**src/rtl/core/swet_pkg.sv**
```systemverilog
// Shared types, codes and arithmetic helpers for the stopwatch elapsed-time block.
package swet_pkg;

   localparam logic [2:0] KIND_START   = 3'd0;
   localparam logic [2:0] KIND_SUSPEND = 3'd1;
   localparam logic [2:0] KIND_RESUME  = 3'd2;
   localparam logic [2:0] KIND_STOP    = 3'd3;
   localparam logic [2:0] KIND_SAMPLE  = 3'd4;

   localparam logic [1:0] ST_IDLE = 2'd0;
   localparam logic [1:0] ST_RUN  = 2'd1;
   localparam logic [1:0] ST_SUSP = 2'd2;

   // 24 hours in 1/256 s ticks
   localparam logic [31:0] TICKS_PER_DAY = 32'd22118400;

   // floor(q / 225) == (q * HOUR_RECIP) >> 28 for any 20-bit q
   localparam logic [20:0] HOUR_RECIP = 21'd1193047;
   // floor(x / 3) == (x * THIRD_RECIP) >> 11 for x < 600
   localparam logic [9:0]  THIRD_RECIP = 10'd683;
   // floor(x / 15) == (x * FIFTEENTH_RECIP) >> 16 for x < 900
   localparam logic [12:0] FIFTEENTH_RECIP = 13'd4370;

   localparam logic [7:0] TENTH_EDGE [9] = '{8'd25, 8'd51, 8'd76, 8'd102, 8'd128,
                                             8'd154, 8'd180, 8'd205, 8'd230};

   typedef struct packed {
      logic [2:0] kind;
      logic [4:0] clock_hours;
      logic [5:0] clock_minutes;
      logic [5:0] clock_seconds;
      logic [7:0] subsecond_raw;
      logic       day_changed;
   } req_payload_type;

   typedef struct packed {
      logic [1:0] run_state;
      logic [4:0] elapsed_hours;
      logic [5:0] elapsed_minutes;
      logic [5:0] elapsed_seconds;
      logic [3:0] elapsed_tenths;
      logic       overflow;
   } rsp_payload_type;

   // Count to display plus the status that rides along with it
   typedef struct packed {
      logic [1:0]  run_state;
      logic        overflow;
      logic [31:0] ticks;
   } shown_type;

   // Clock time in ticks; the low byte of (secs << 8) is zero, so the
   // fraction 255 - raw just fills it.
   function automatic logic [25:0] clock_ticks(input logic [5:0] h, input logic [5:0] m,
                                               input logic [5:0] s, input logic [7:0] raw);
      logic [17:0] secs;
      secs = 18'(h) * 18'd3600 + 18'(m) * 18'd60 + 18'(s);
      return {secs, ~raw};
   endfunction

   function automatic logic [3:0] tenths_of(input logic [7:0] frac);
      logic [3:0] cnt;
      cnt = 4'd0;
      for (int i = 0; i < 9; i++) begin
         if (frac >= TENTH_EDGE[i]) begin
            cnt = cnt + 4'd1;
         end
      end
      return cnt;
   endfunction

endpackage

```
**src/rtl/core/stopwatch_elapsed_time_top.sv**
```systemverilog
// Stopwatch elapsed-time block: input register, state update, display pipeline.
// Path: a request transfer enters the input register, and the state update then feeds
//   five display stages, the last being the output register.
// Throughput: one transfer per cycle; a stalled result holds the whole pipeline.
// Reset (synchronous): state goes idle, mark and counts clear, pipeline empties.
module stopwatch_elapsed_time_top (
   input  logic                      clock,
   input  logic                      reset,
   input  logic                      req_valid,
   output logic                      req_ready,
   input  swet_pkg::req_payload_type req_payload,
   output logic                      rsp_valid,
   input  logic                      rsp_ready,
   output swet_pkg::rsp_payload_type rsp_payload
);

   logic                      advance;
   logic                      step;

   logic                      req_vld_ff;
   swet_pkg::req_payload_type req_ff;

   logic [1:0]  run_state_ff, run_state_in;
   logic [24:0] start_mark_ff, start_mark_in;
   logic [31:0] banked_ff, banked_in;
   logic [31:0] running_ff, running_in;

   logic [25:0]         mark_ticks;
   logic [5:0]          now_hours;
   logic [25:0]         now_ticks;
   logic [31:0]         run_sum;
   logic                ovf;
   swet_pkg::shown_type shown;

   assign advance   = !rsp_valid || rsp_ready;
   assign req_ready = advance;
   assign step      = req_vld_ff && advance;

   always_ff @(posedge clock) begin
      if (reset) begin
         req_vld_ff <= 1'b0;
      end else if (advance) begin
         req_vld_ff <= req_valid;
      end
   end

   always_ff @(posedge clock) begin
      if (req_valid && req_ready) begin
         req_ff <= req_payload;
      end
   end

   always_comb begin
      mark_ticks = swet_pkg::clock_ticks({1'b0, req_ff.clock_hours}, req_ff.clock_minutes,
                                         req_ff.clock_seconds, req_ff.subsecond_raw);
      // a date change since the mark counts as a further 24 hours
      now_hours  = {1'b0, req_ff.clock_hours} + (req_ff.day_changed ? 6'd24 : 6'd0);
      now_ticks  = swet_pkg::clock_ticks(now_hours, req_ff.clock_minutes,
                                         req_ff.clock_seconds, req_ff.subsecond_raw);
      run_sum    = 32'(now_ticks) - 32'(start_mark_ff) + banked_ff;

      run_state_in  = run_state_ff;
      start_mark_in = start_mark_ff;
      banked_in     = banked_ff;
      running_in    = running_ff;
      ovf           = 1'b0;

      unique case (req_ff.kind)
         swet_pkg::KIND_START: begin
            if (run_state_ff == swet_pkg::ST_IDLE) begin
               start_mark_in = mark_ticks[24:0];
               banked_in     = '0;
               running_in    = '0;
               run_state_in  = swet_pkg::ST_RUN;
            end
         end
         swet_pkg::KIND_SUSPEND: begin
            if (run_state_ff == swet_pkg::ST_RUN) begin
               banked_in    = running_ff;
               running_in   = '0;
               run_state_in = swet_pkg::ST_SUSP;
            end
         end
         swet_pkg::KIND_RESUME: begin
            start_mark_in = mark_ticks[24:0];
            run_state_in  = swet_pkg::ST_RUN;
         end
         swet_pkg::KIND_STOP: begin
            run_state_in = swet_pkg::ST_IDLE;
         end
         swet_pkg::KIND_SAMPLE: begin
            if (run_state_ff == swet_pkg::ST_RUN) begin
               running_in = run_sum;
               if (run_sum >= swet_pkg::TICKS_PER_DAY) begin
                  ovf          = 1'b1;
                  run_state_in = swet_pkg::ST_IDLE;
               end
            end
         end
         default: begin
         end
      endcase

      shown.run_state = run_state_in;
      shown.overflow  = ovf;
      unique case (run_state_in)
         swet_pkg::ST_RUN:  shown.ticks = running_in;
         swet_pkg::ST_SUSP: shown.ticks = banked_in;
         default:           shown.ticks = '0;
      endcase
   end

   always_ff @(posedge clock) begin
      if (reset) begin
         run_state_ff  <= swet_pkg::ST_IDLE;
         start_mark_ff <= '0;
         banked_ff     <= '0;
         running_ff    <= '0;
      end else if (step) begin
         run_state_ff  <= run_state_in;
         start_mark_ff <= start_mark_in;
         banked_ff     <= banked_in;
         running_ff    <= running_in;
      end
   end

   swet_disp u_disp (
      .clock       (clock),
      .reset       (reset),
      .en          (advance),
      .in_valid    (req_vld_ff),
      .in_shown    (shown),
      .out_valid   (rsp_valid),
      .out_payload (rsp_payload)
   );

   a_ovf_goes_idle: assert property (@(posedge clock) disable iff (reset)
      rsp_valid && rsp_payload.overflow |-> rsp_payload.run_state == swet_pkg::ST_IDLE)
      else $error("overflow result does not report idle");

   a_idle_shows_zero: assert property (@(posedge clock) disable iff (reset)
      rsp_valid && rsp_payload.run_state == swet_pkg::ST_IDLE |->
         rsp_payload.elapsed_hours == 5'd0 && rsp_payload.elapsed_minutes == 6'd0 &&
         rsp_payload.elapsed_seconds == 6'd0 && rsp_payload.elapsed_tenths == 4'd0)
      else $error("idle result shows a nonzero count");

   a_suspend_banks: assert property (@(posedge clock) disable iff (reset)
      run_state_ff == swet_pkg::ST_RUN ##1 run_state_ff == swet_pkg::ST_SUSP |->
         running_ff == 32'd0 && banked_ff == $past(running_ff))
      else $error("suspend did not bank the running count");

endmodule

```
**src/rtl/core/swet_disp.sv**
```systemverilog
// Pipelined conversion of a tick count into hh:mm:ss and tenths.
module swet_disp (
   input  logic                     clock,
   input  logic                     reset,
   input  logic                     en,
   input  logic                     in_valid,
   input  swet_pkg::shown_type      in_shown,
   output logic                     out_valid,
   output swet_pkg::rsp_payload_type out_payload
);

   // stage 1: count captured
   logic        v1_ff;
   logic [1:0]  st1_ff;
   logic        ovf1_ff;
   logic [31:0] t1_ff;

   // stage 2: total hours
   logic        v2_ff;
   logic [1:0]  st2_ff;
   logic        ovf2_ff;
   logic [19:0] q2_ff;
   logic [11:0] low2_ff;
   logic [12:0] hrs2_ff;

   // stage 3: tick remainder within the hour, hours / 24
   logic        v3_ff;
   logic [1:0]  st3_ff;
   logic        ovf3_ff;
   logic [11:0] low3_ff;
   logic [12:0] hrs3_ff;
   logic [7:0]  rem3_ff;
   logic [7:0]  hdiv3_ff;

   // stage 4: hours mod 24, minutes
   logic        v4_ff;
   logic [1:0]  st4_ff;
   logic        ovf4_ff;
   logic [9:0]  low4_ff;
   logic [4:0]  hmod4_ff;
   logic [9:0]  x4_ff;
   logic [5:0]  mins4_ff;

   // output register
   logic                      v5_ff;
   swet_pkg::rsp_payload_type out_ff;

   logic [40:0] hrs_prod;
   logic [12:0] hrs2_in;
   logic [20:0] rem_prod;
   logic [7:0]  rem3_in;
   logic [19:0] hdiv_prod;
   logic [7:0]  hdiv3_in;
   logic [12:0] hsub;
   logic [4:0]  hmod4_in;
   logic [9:0]  x4_in;
   logic [22:0] min_prod;
   logic [5:0]  mins4_in;
   logic [9:0]  sec_sub;
   swet_pkg::rsp_payload_type out_in;

   always_comb begin
      hrs_prod  = 41'(t1_ff[31:12]) * 41'(swet_pkg::HOUR_RECIP);
      hrs2_in   = hrs_prod[40:28];

      rem_prod  = 21'(hrs2_ff) * 21'd225;
      rem3_in   = 8'(21'(q2_ff) - rem_prod);
      hdiv_prod = 20'(hrs2_ff[12:3]) * 20'(swet_pkg::THIRD_RECIP);
      hdiv3_in  = hdiv_prod[18:11];

      hsub      = hrs3_ff - 13'(hdiv3_ff) * 13'd24;
      hmod4_in  = hsub[4:0];
      x4_in     = {rem3_ff, low3_ff[11:10]};
      min_prod  = 23'(x4_in) * 23'(swet_pkg::FIFTEENTH_RECIP);
      mins4_in  = min_prod[21:16];

      sec_sub                = x4_ff - 10'(mins4_ff) * 10'd15;
      out_in.run_state       = st4_ff;
      out_in.elapsed_hours   = hmod4_ff;
      out_in.elapsed_minutes = mins4_ff;
      out_in.elapsed_seconds = {sec_sub[3:0], low4_ff[9:8]};
      out_in.elapsed_tenths  = swet_pkg::tenths_of(low4_ff[7:0]);
      out_in.overflow        = ovf4_ff;
   end

   always_ff @(posedge clock) begin
      if (reset) begin
         v1_ff <= 1'b0;
         v2_ff <= 1'b0;
         v3_ff <= 1'b0;
         v4_ff <= 1'b0;
         v5_ff <= 1'b0;
      end else if (en) begin
         v1_ff <= in_valid;
         v2_ff <= v1_ff;
         v3_ff <= v2_ff;
         v4_ff <= v3_ff;
         v5_ff <= v4_ff;
      end
   end

   always_ff @(posedge clock) begin
      if (en) begin
         st1_ff   <= in_shown.run_state;
         ovf1_ff  <= in_shown.overflow;
         t1_ff    <= in_shown.ticks;

         st2_ff   <= st1_ff;
         ovf2_ff  <= ovf1_ff;
         q2_ff    <= t1_ff[31:12];
         low2_ff  <= t1_ff[11:0];
         hrs2_ff  <= hrs2_in;

         st3_ff   <= st2_ff;
         ovf3_ff  <= ovf2_ff;
         low3_ff  <= low2_ff;
         hrs3_ff  <= hrs2_ff;
         rem3_ff  <= rem3_in;
         hdiv3_ff <= hdiv3_in;

         st4_ff   <= st3_ff;
         ovf4_ff  <= ovf3_ff;
         low4_ff  <= low3_ff[9:0];
         hmod4_ff <= hmod4_in;
         x4_ff    <= x4_in;
         mins4_ff <= mins4_in;

         out_ff   <= out_in;
      end
   end

   assign out_valid   = v5_ff;
   assign out_payload = out_ff;

endmodule

```
**config.mk**
```make
export PLATFORM = sky130hd
export DESIGN_NAME = stopwatch_elapsed_time_top
export DESIGN_NICKNAME = d
export VERILOG_FILES = /design/src/rtl/core/swet_pkg.sv /design/src/rtl/core/stopwatch_elapsed_time_top.sv /design/src/rtl/core/swet_disp.sv
export SDC_FILE = /design/constraint.sdc
export NUM_CORES = 1
export LEC_CHECK = 0
export BUFFER_PORTS_ARGS = -buffer_cell sky130_fd_sc_hd__buf_4
export CAP_MARGIN = 30
export CORE_AREA = 2 2 220 222
export DETAILED_ROUTE_END_ITERATION = 16
export DIE_AREA = 0 0 222 224
export PLACE_DENSITY = 0.76
export SLEW_MARGIN = 40
export SYNTH_ARGS = -nofsm -noshare
export SYNTH_HDL_FRONTEND = slang
export SYNTH_SLANG_ARGS = --single-unit
```
**constraint.sdc**
```tcl
create_clock -name clock -period 11.7 [get_ports clock]
set_input_delay 2.34 -clock clock [delete_from_list [all_inputs] [get_ports clock]]
set_output_delay 2.34 -clock clock [all_outputs]
set_load 0.01 [all_outputs]
```
==> results.txt <==
Net count after synthesis: 3,293
Outcome: finished, final reports clean
Post-synth top flop: edfxtp_1
Crit path largest cell delay: 650 ps
Post-cts sizing count: 0
Slowest CP cell: ha_2
Fin nets: 3,328
Multi-input gate area: 0.0167 mm2
Share of the synthesized area in the top cell type: 23.1%
Async SR Flop Fraction: 0%
First drt pass iteration count: 7
RSZ-0062 raised after global routing: false
Fraction of layout cells with a size suffix above 1: 5.36%
Clk Latency, worst-skew pair: 560 ps
Clock Sinks: 279
IR drop worst, VDD: 225 uV
Rel. slew slack: 47.2%
Vias per std cell: 5.63
Fmax: 101 MHz
CP Capture Type: flip-flop
CTS Buf Count: 34
Detailed Route WL: 54,800 um
Synth Instances: 2,610
Top-count cell post-synth: ha_1
Largest net degree at the start of global routing: 98
Setup TNS Final: 0 ps
Drt wl/cell: 16.7 um
Leakage: 14.2 nW
Die area: 0.0497 mm2
Cell Area, Synth: 0.0259 mm2
Post-synth EDFFs: 182
Area leader, netlist: ha_1
Number of global-route vias before repair: 19,457
Critical path class: flip-flop to flip-flop
Fin crit period: 9930 ps
Postcts setup bufs: 0
CP startpoint kind: flip-flop
Commonest cells in the netlist: 478 x ha_1, 397 x inv_1, 234 x nand2_1
Total of max-cap violations: 0
Starting Density: 54.7%
Reg clk slew, reported paths: 60 ps
WP data arrival: 10,330 ps
Cell Rows: 80
ANT cells: 0
Sequential area share after synthesis: 28.6%
Power per cell area: 191 mW/mm2
CP required: 12,100 ps
Die X: 222 um
Crit Path Max Fanout: 32
CORE AREA: 0.0473 mm2
Syn-to-layout area delta: 8.56%
1st-iter DRT viols: 1,302
Pre-CTS WS: 1840 ps
Yosys warns: 0
Largest cells by area after synthesis: ha_1 23%, edfxtp_1 21%, fa_1 13%
Detailed Place HPWL: 43,300 um
Layout Skew: 40.7 ps
Root Buffer: clkbuf_16
Final WS setup: 1770 ps
Tot GR Track Use: 22.4%
Final Wtd Congestion: 0.917
Final Hold Vio Count: 0
Worst hold path class: flip-flop to flip-flop
Register area: 0.00741 mm2
Post-layout util: 59.3%
Avg Inst Size Synth: 9.91 um2
Initial antenna violation count: 0
First-pass GRT wire length: 91,900 um
Slew Limit Fails: 0
H-Tree Depth: 2
Ports: 59
Finished layout cell area: 0.0281 mm2
CTS Hold Buffers Added: 0
Via Count: 18,504
Final clock period utilization by the worst path: 84.9%
# fillers: 3,877
CTS tree: done
DRC: 0
Synth unique cells: 74
Final setup viols: 0
Detail Route Antenna Nets: 0
Overflow after GRT: 0
DP Area: 0.0269 mm2
IO Port Bufs: 58
Height of the die: 224 um
CTS Buffer Depth: 3
FF+latch count, synth: 279
Worst slew pin tran: 792 ps
-- worst paths after layout --
check / end / cells past startpoint / startpoint / slack [ps]
worst max register to register: u_disp.t1_ff[7] / 36 / req_ff[18] / 1770
worst min-delay path: u_disp.low2_ff[0] / 0 / u_disp.t1_ff[0] / 420
worst min register to register: u_disp.low2_ff[0] / 0 / u_disp.t1_ff[0] / 420
worst max-delay path: u_disp.t1_ff[7] / 36 / req_ff[18] / 1770
-- cell type report --
type	count	area share [%]
Clock buffer	49	3.52
Clock inverter	12	0.579
Inverter	397	5.33
Multi-Input combinational cell	1865	59.6
Sequential cell	279	26.4
Tap cell	615	2.74
Timing Repair Buffer	68	1.87
-- worst max-delay path: cells and delay by family, from the launching register on --
| family | cells | cell delay [ps] |
|---|---|---|
| buffers and inverters | 2 | 260 |
| xor gates and xnor gates | 2 | 340 |
| DFF | 1 | 420 |
| AOI/OAI and AO/OA | 18 | 3620 |
| adders and majority gates | 8 | 3440 |
| and+or+nand+nor | 6 | 1700 |
-- sequential cells by signal, indices dropped and copies added, names as in the netlist, 5 cells and up --
register            flops
u_disp.mins4_ff         6
u_disp.hrs2_ff         13
u_disp.q2_ff            8
running_ff             32
req_ff                 29
u_disp.rem3_ff          8
banked_ff              32
u_disp.hrs3_ff          5
u_disp.low4_ff         10
u_disp.hmod4_ff         5
u_disp.t1_ff           32
start_mark_ff          25
u_disp.low2_ff         12
u_disp.out_payload     24
u_disp.low3_ff         12
-- cell usage in the layout, fill, tap and decap left out, types with 6 or more instances in the layout --
cell type,n
a211o_1,6
a211oi_1,31
a21o_1,64
a21oi_1,201
a22o_1,51
a22oi_1,32
a31oi_1,7
and2_1,7
and3_1,11
buf_4,64
clkbuf_1,9
clkbuf_16,36
dfxtp_1,97
edfxtp_1,182
fa_1,172
ha_1,476
inv_1,396
nand2_1,233
nand2b_1,14
nand3_1,22
nand4_1,14
nor2_1,115
nor2b_1,13
nor3_1,17
o211ai_1,9
o21a_1,14
o21ai_0,77
o21ai_1,9
o21bai_1,19
or3_1,7
xnor2_1,106
xor2_1,48
-- report_power, final --
part	total (mW)	switching [mW]	internal [mW]	leakage, nW
Clock	1.09	0.414	0.676	0.562
Sequential	1.18	0.0465	1.13	2.92
Combinational	3.10	1.84	1.26	10.7
Total	5.37	2.30	3.06	14.2
-- metal layers --
metal | track usage, % | wire length (um) | vias up
li1 | - | - | 9052
met1 | 26.5 | 22900 | 8857
met2 | 41.7 | 27800 | 468
met3 | 2.77 | 2030 | 127
met4 | 8.33 | 1940 | 0
met5 | 0 | 0 | -
-- per-stage QoR --
| step | hold slack [ps] | power [mW] | cells |
|---|---|---|---|
| 6_report | 416 | 5.37 | 3285 |
| 5_1_grt | 421 | 5.78 | 3285 |
| 4_1_cts | 417 | 5.36 | 3285 |
| 3_5_place_dp | 405 | 4.25 | 3224 |
| 3_3_place_gp | 401 | 4.13 | 3222 |
| 2_1_floorplan | 400 | 3.57 | 2610 |
-- cells by family after synthesis --
kind of cell    Yosys count  share of synthesized area, %
fa+ha+maj               650                          36.4
compound gates          566                          14.1
simple gates            485                          8.34
buf+inv                 466                          6.80
flops                   279                          28.6
xor+xnor                155                          5.30
mux                       9                         0.367
No activity file was read; power rests on OpenSTA's default activity.
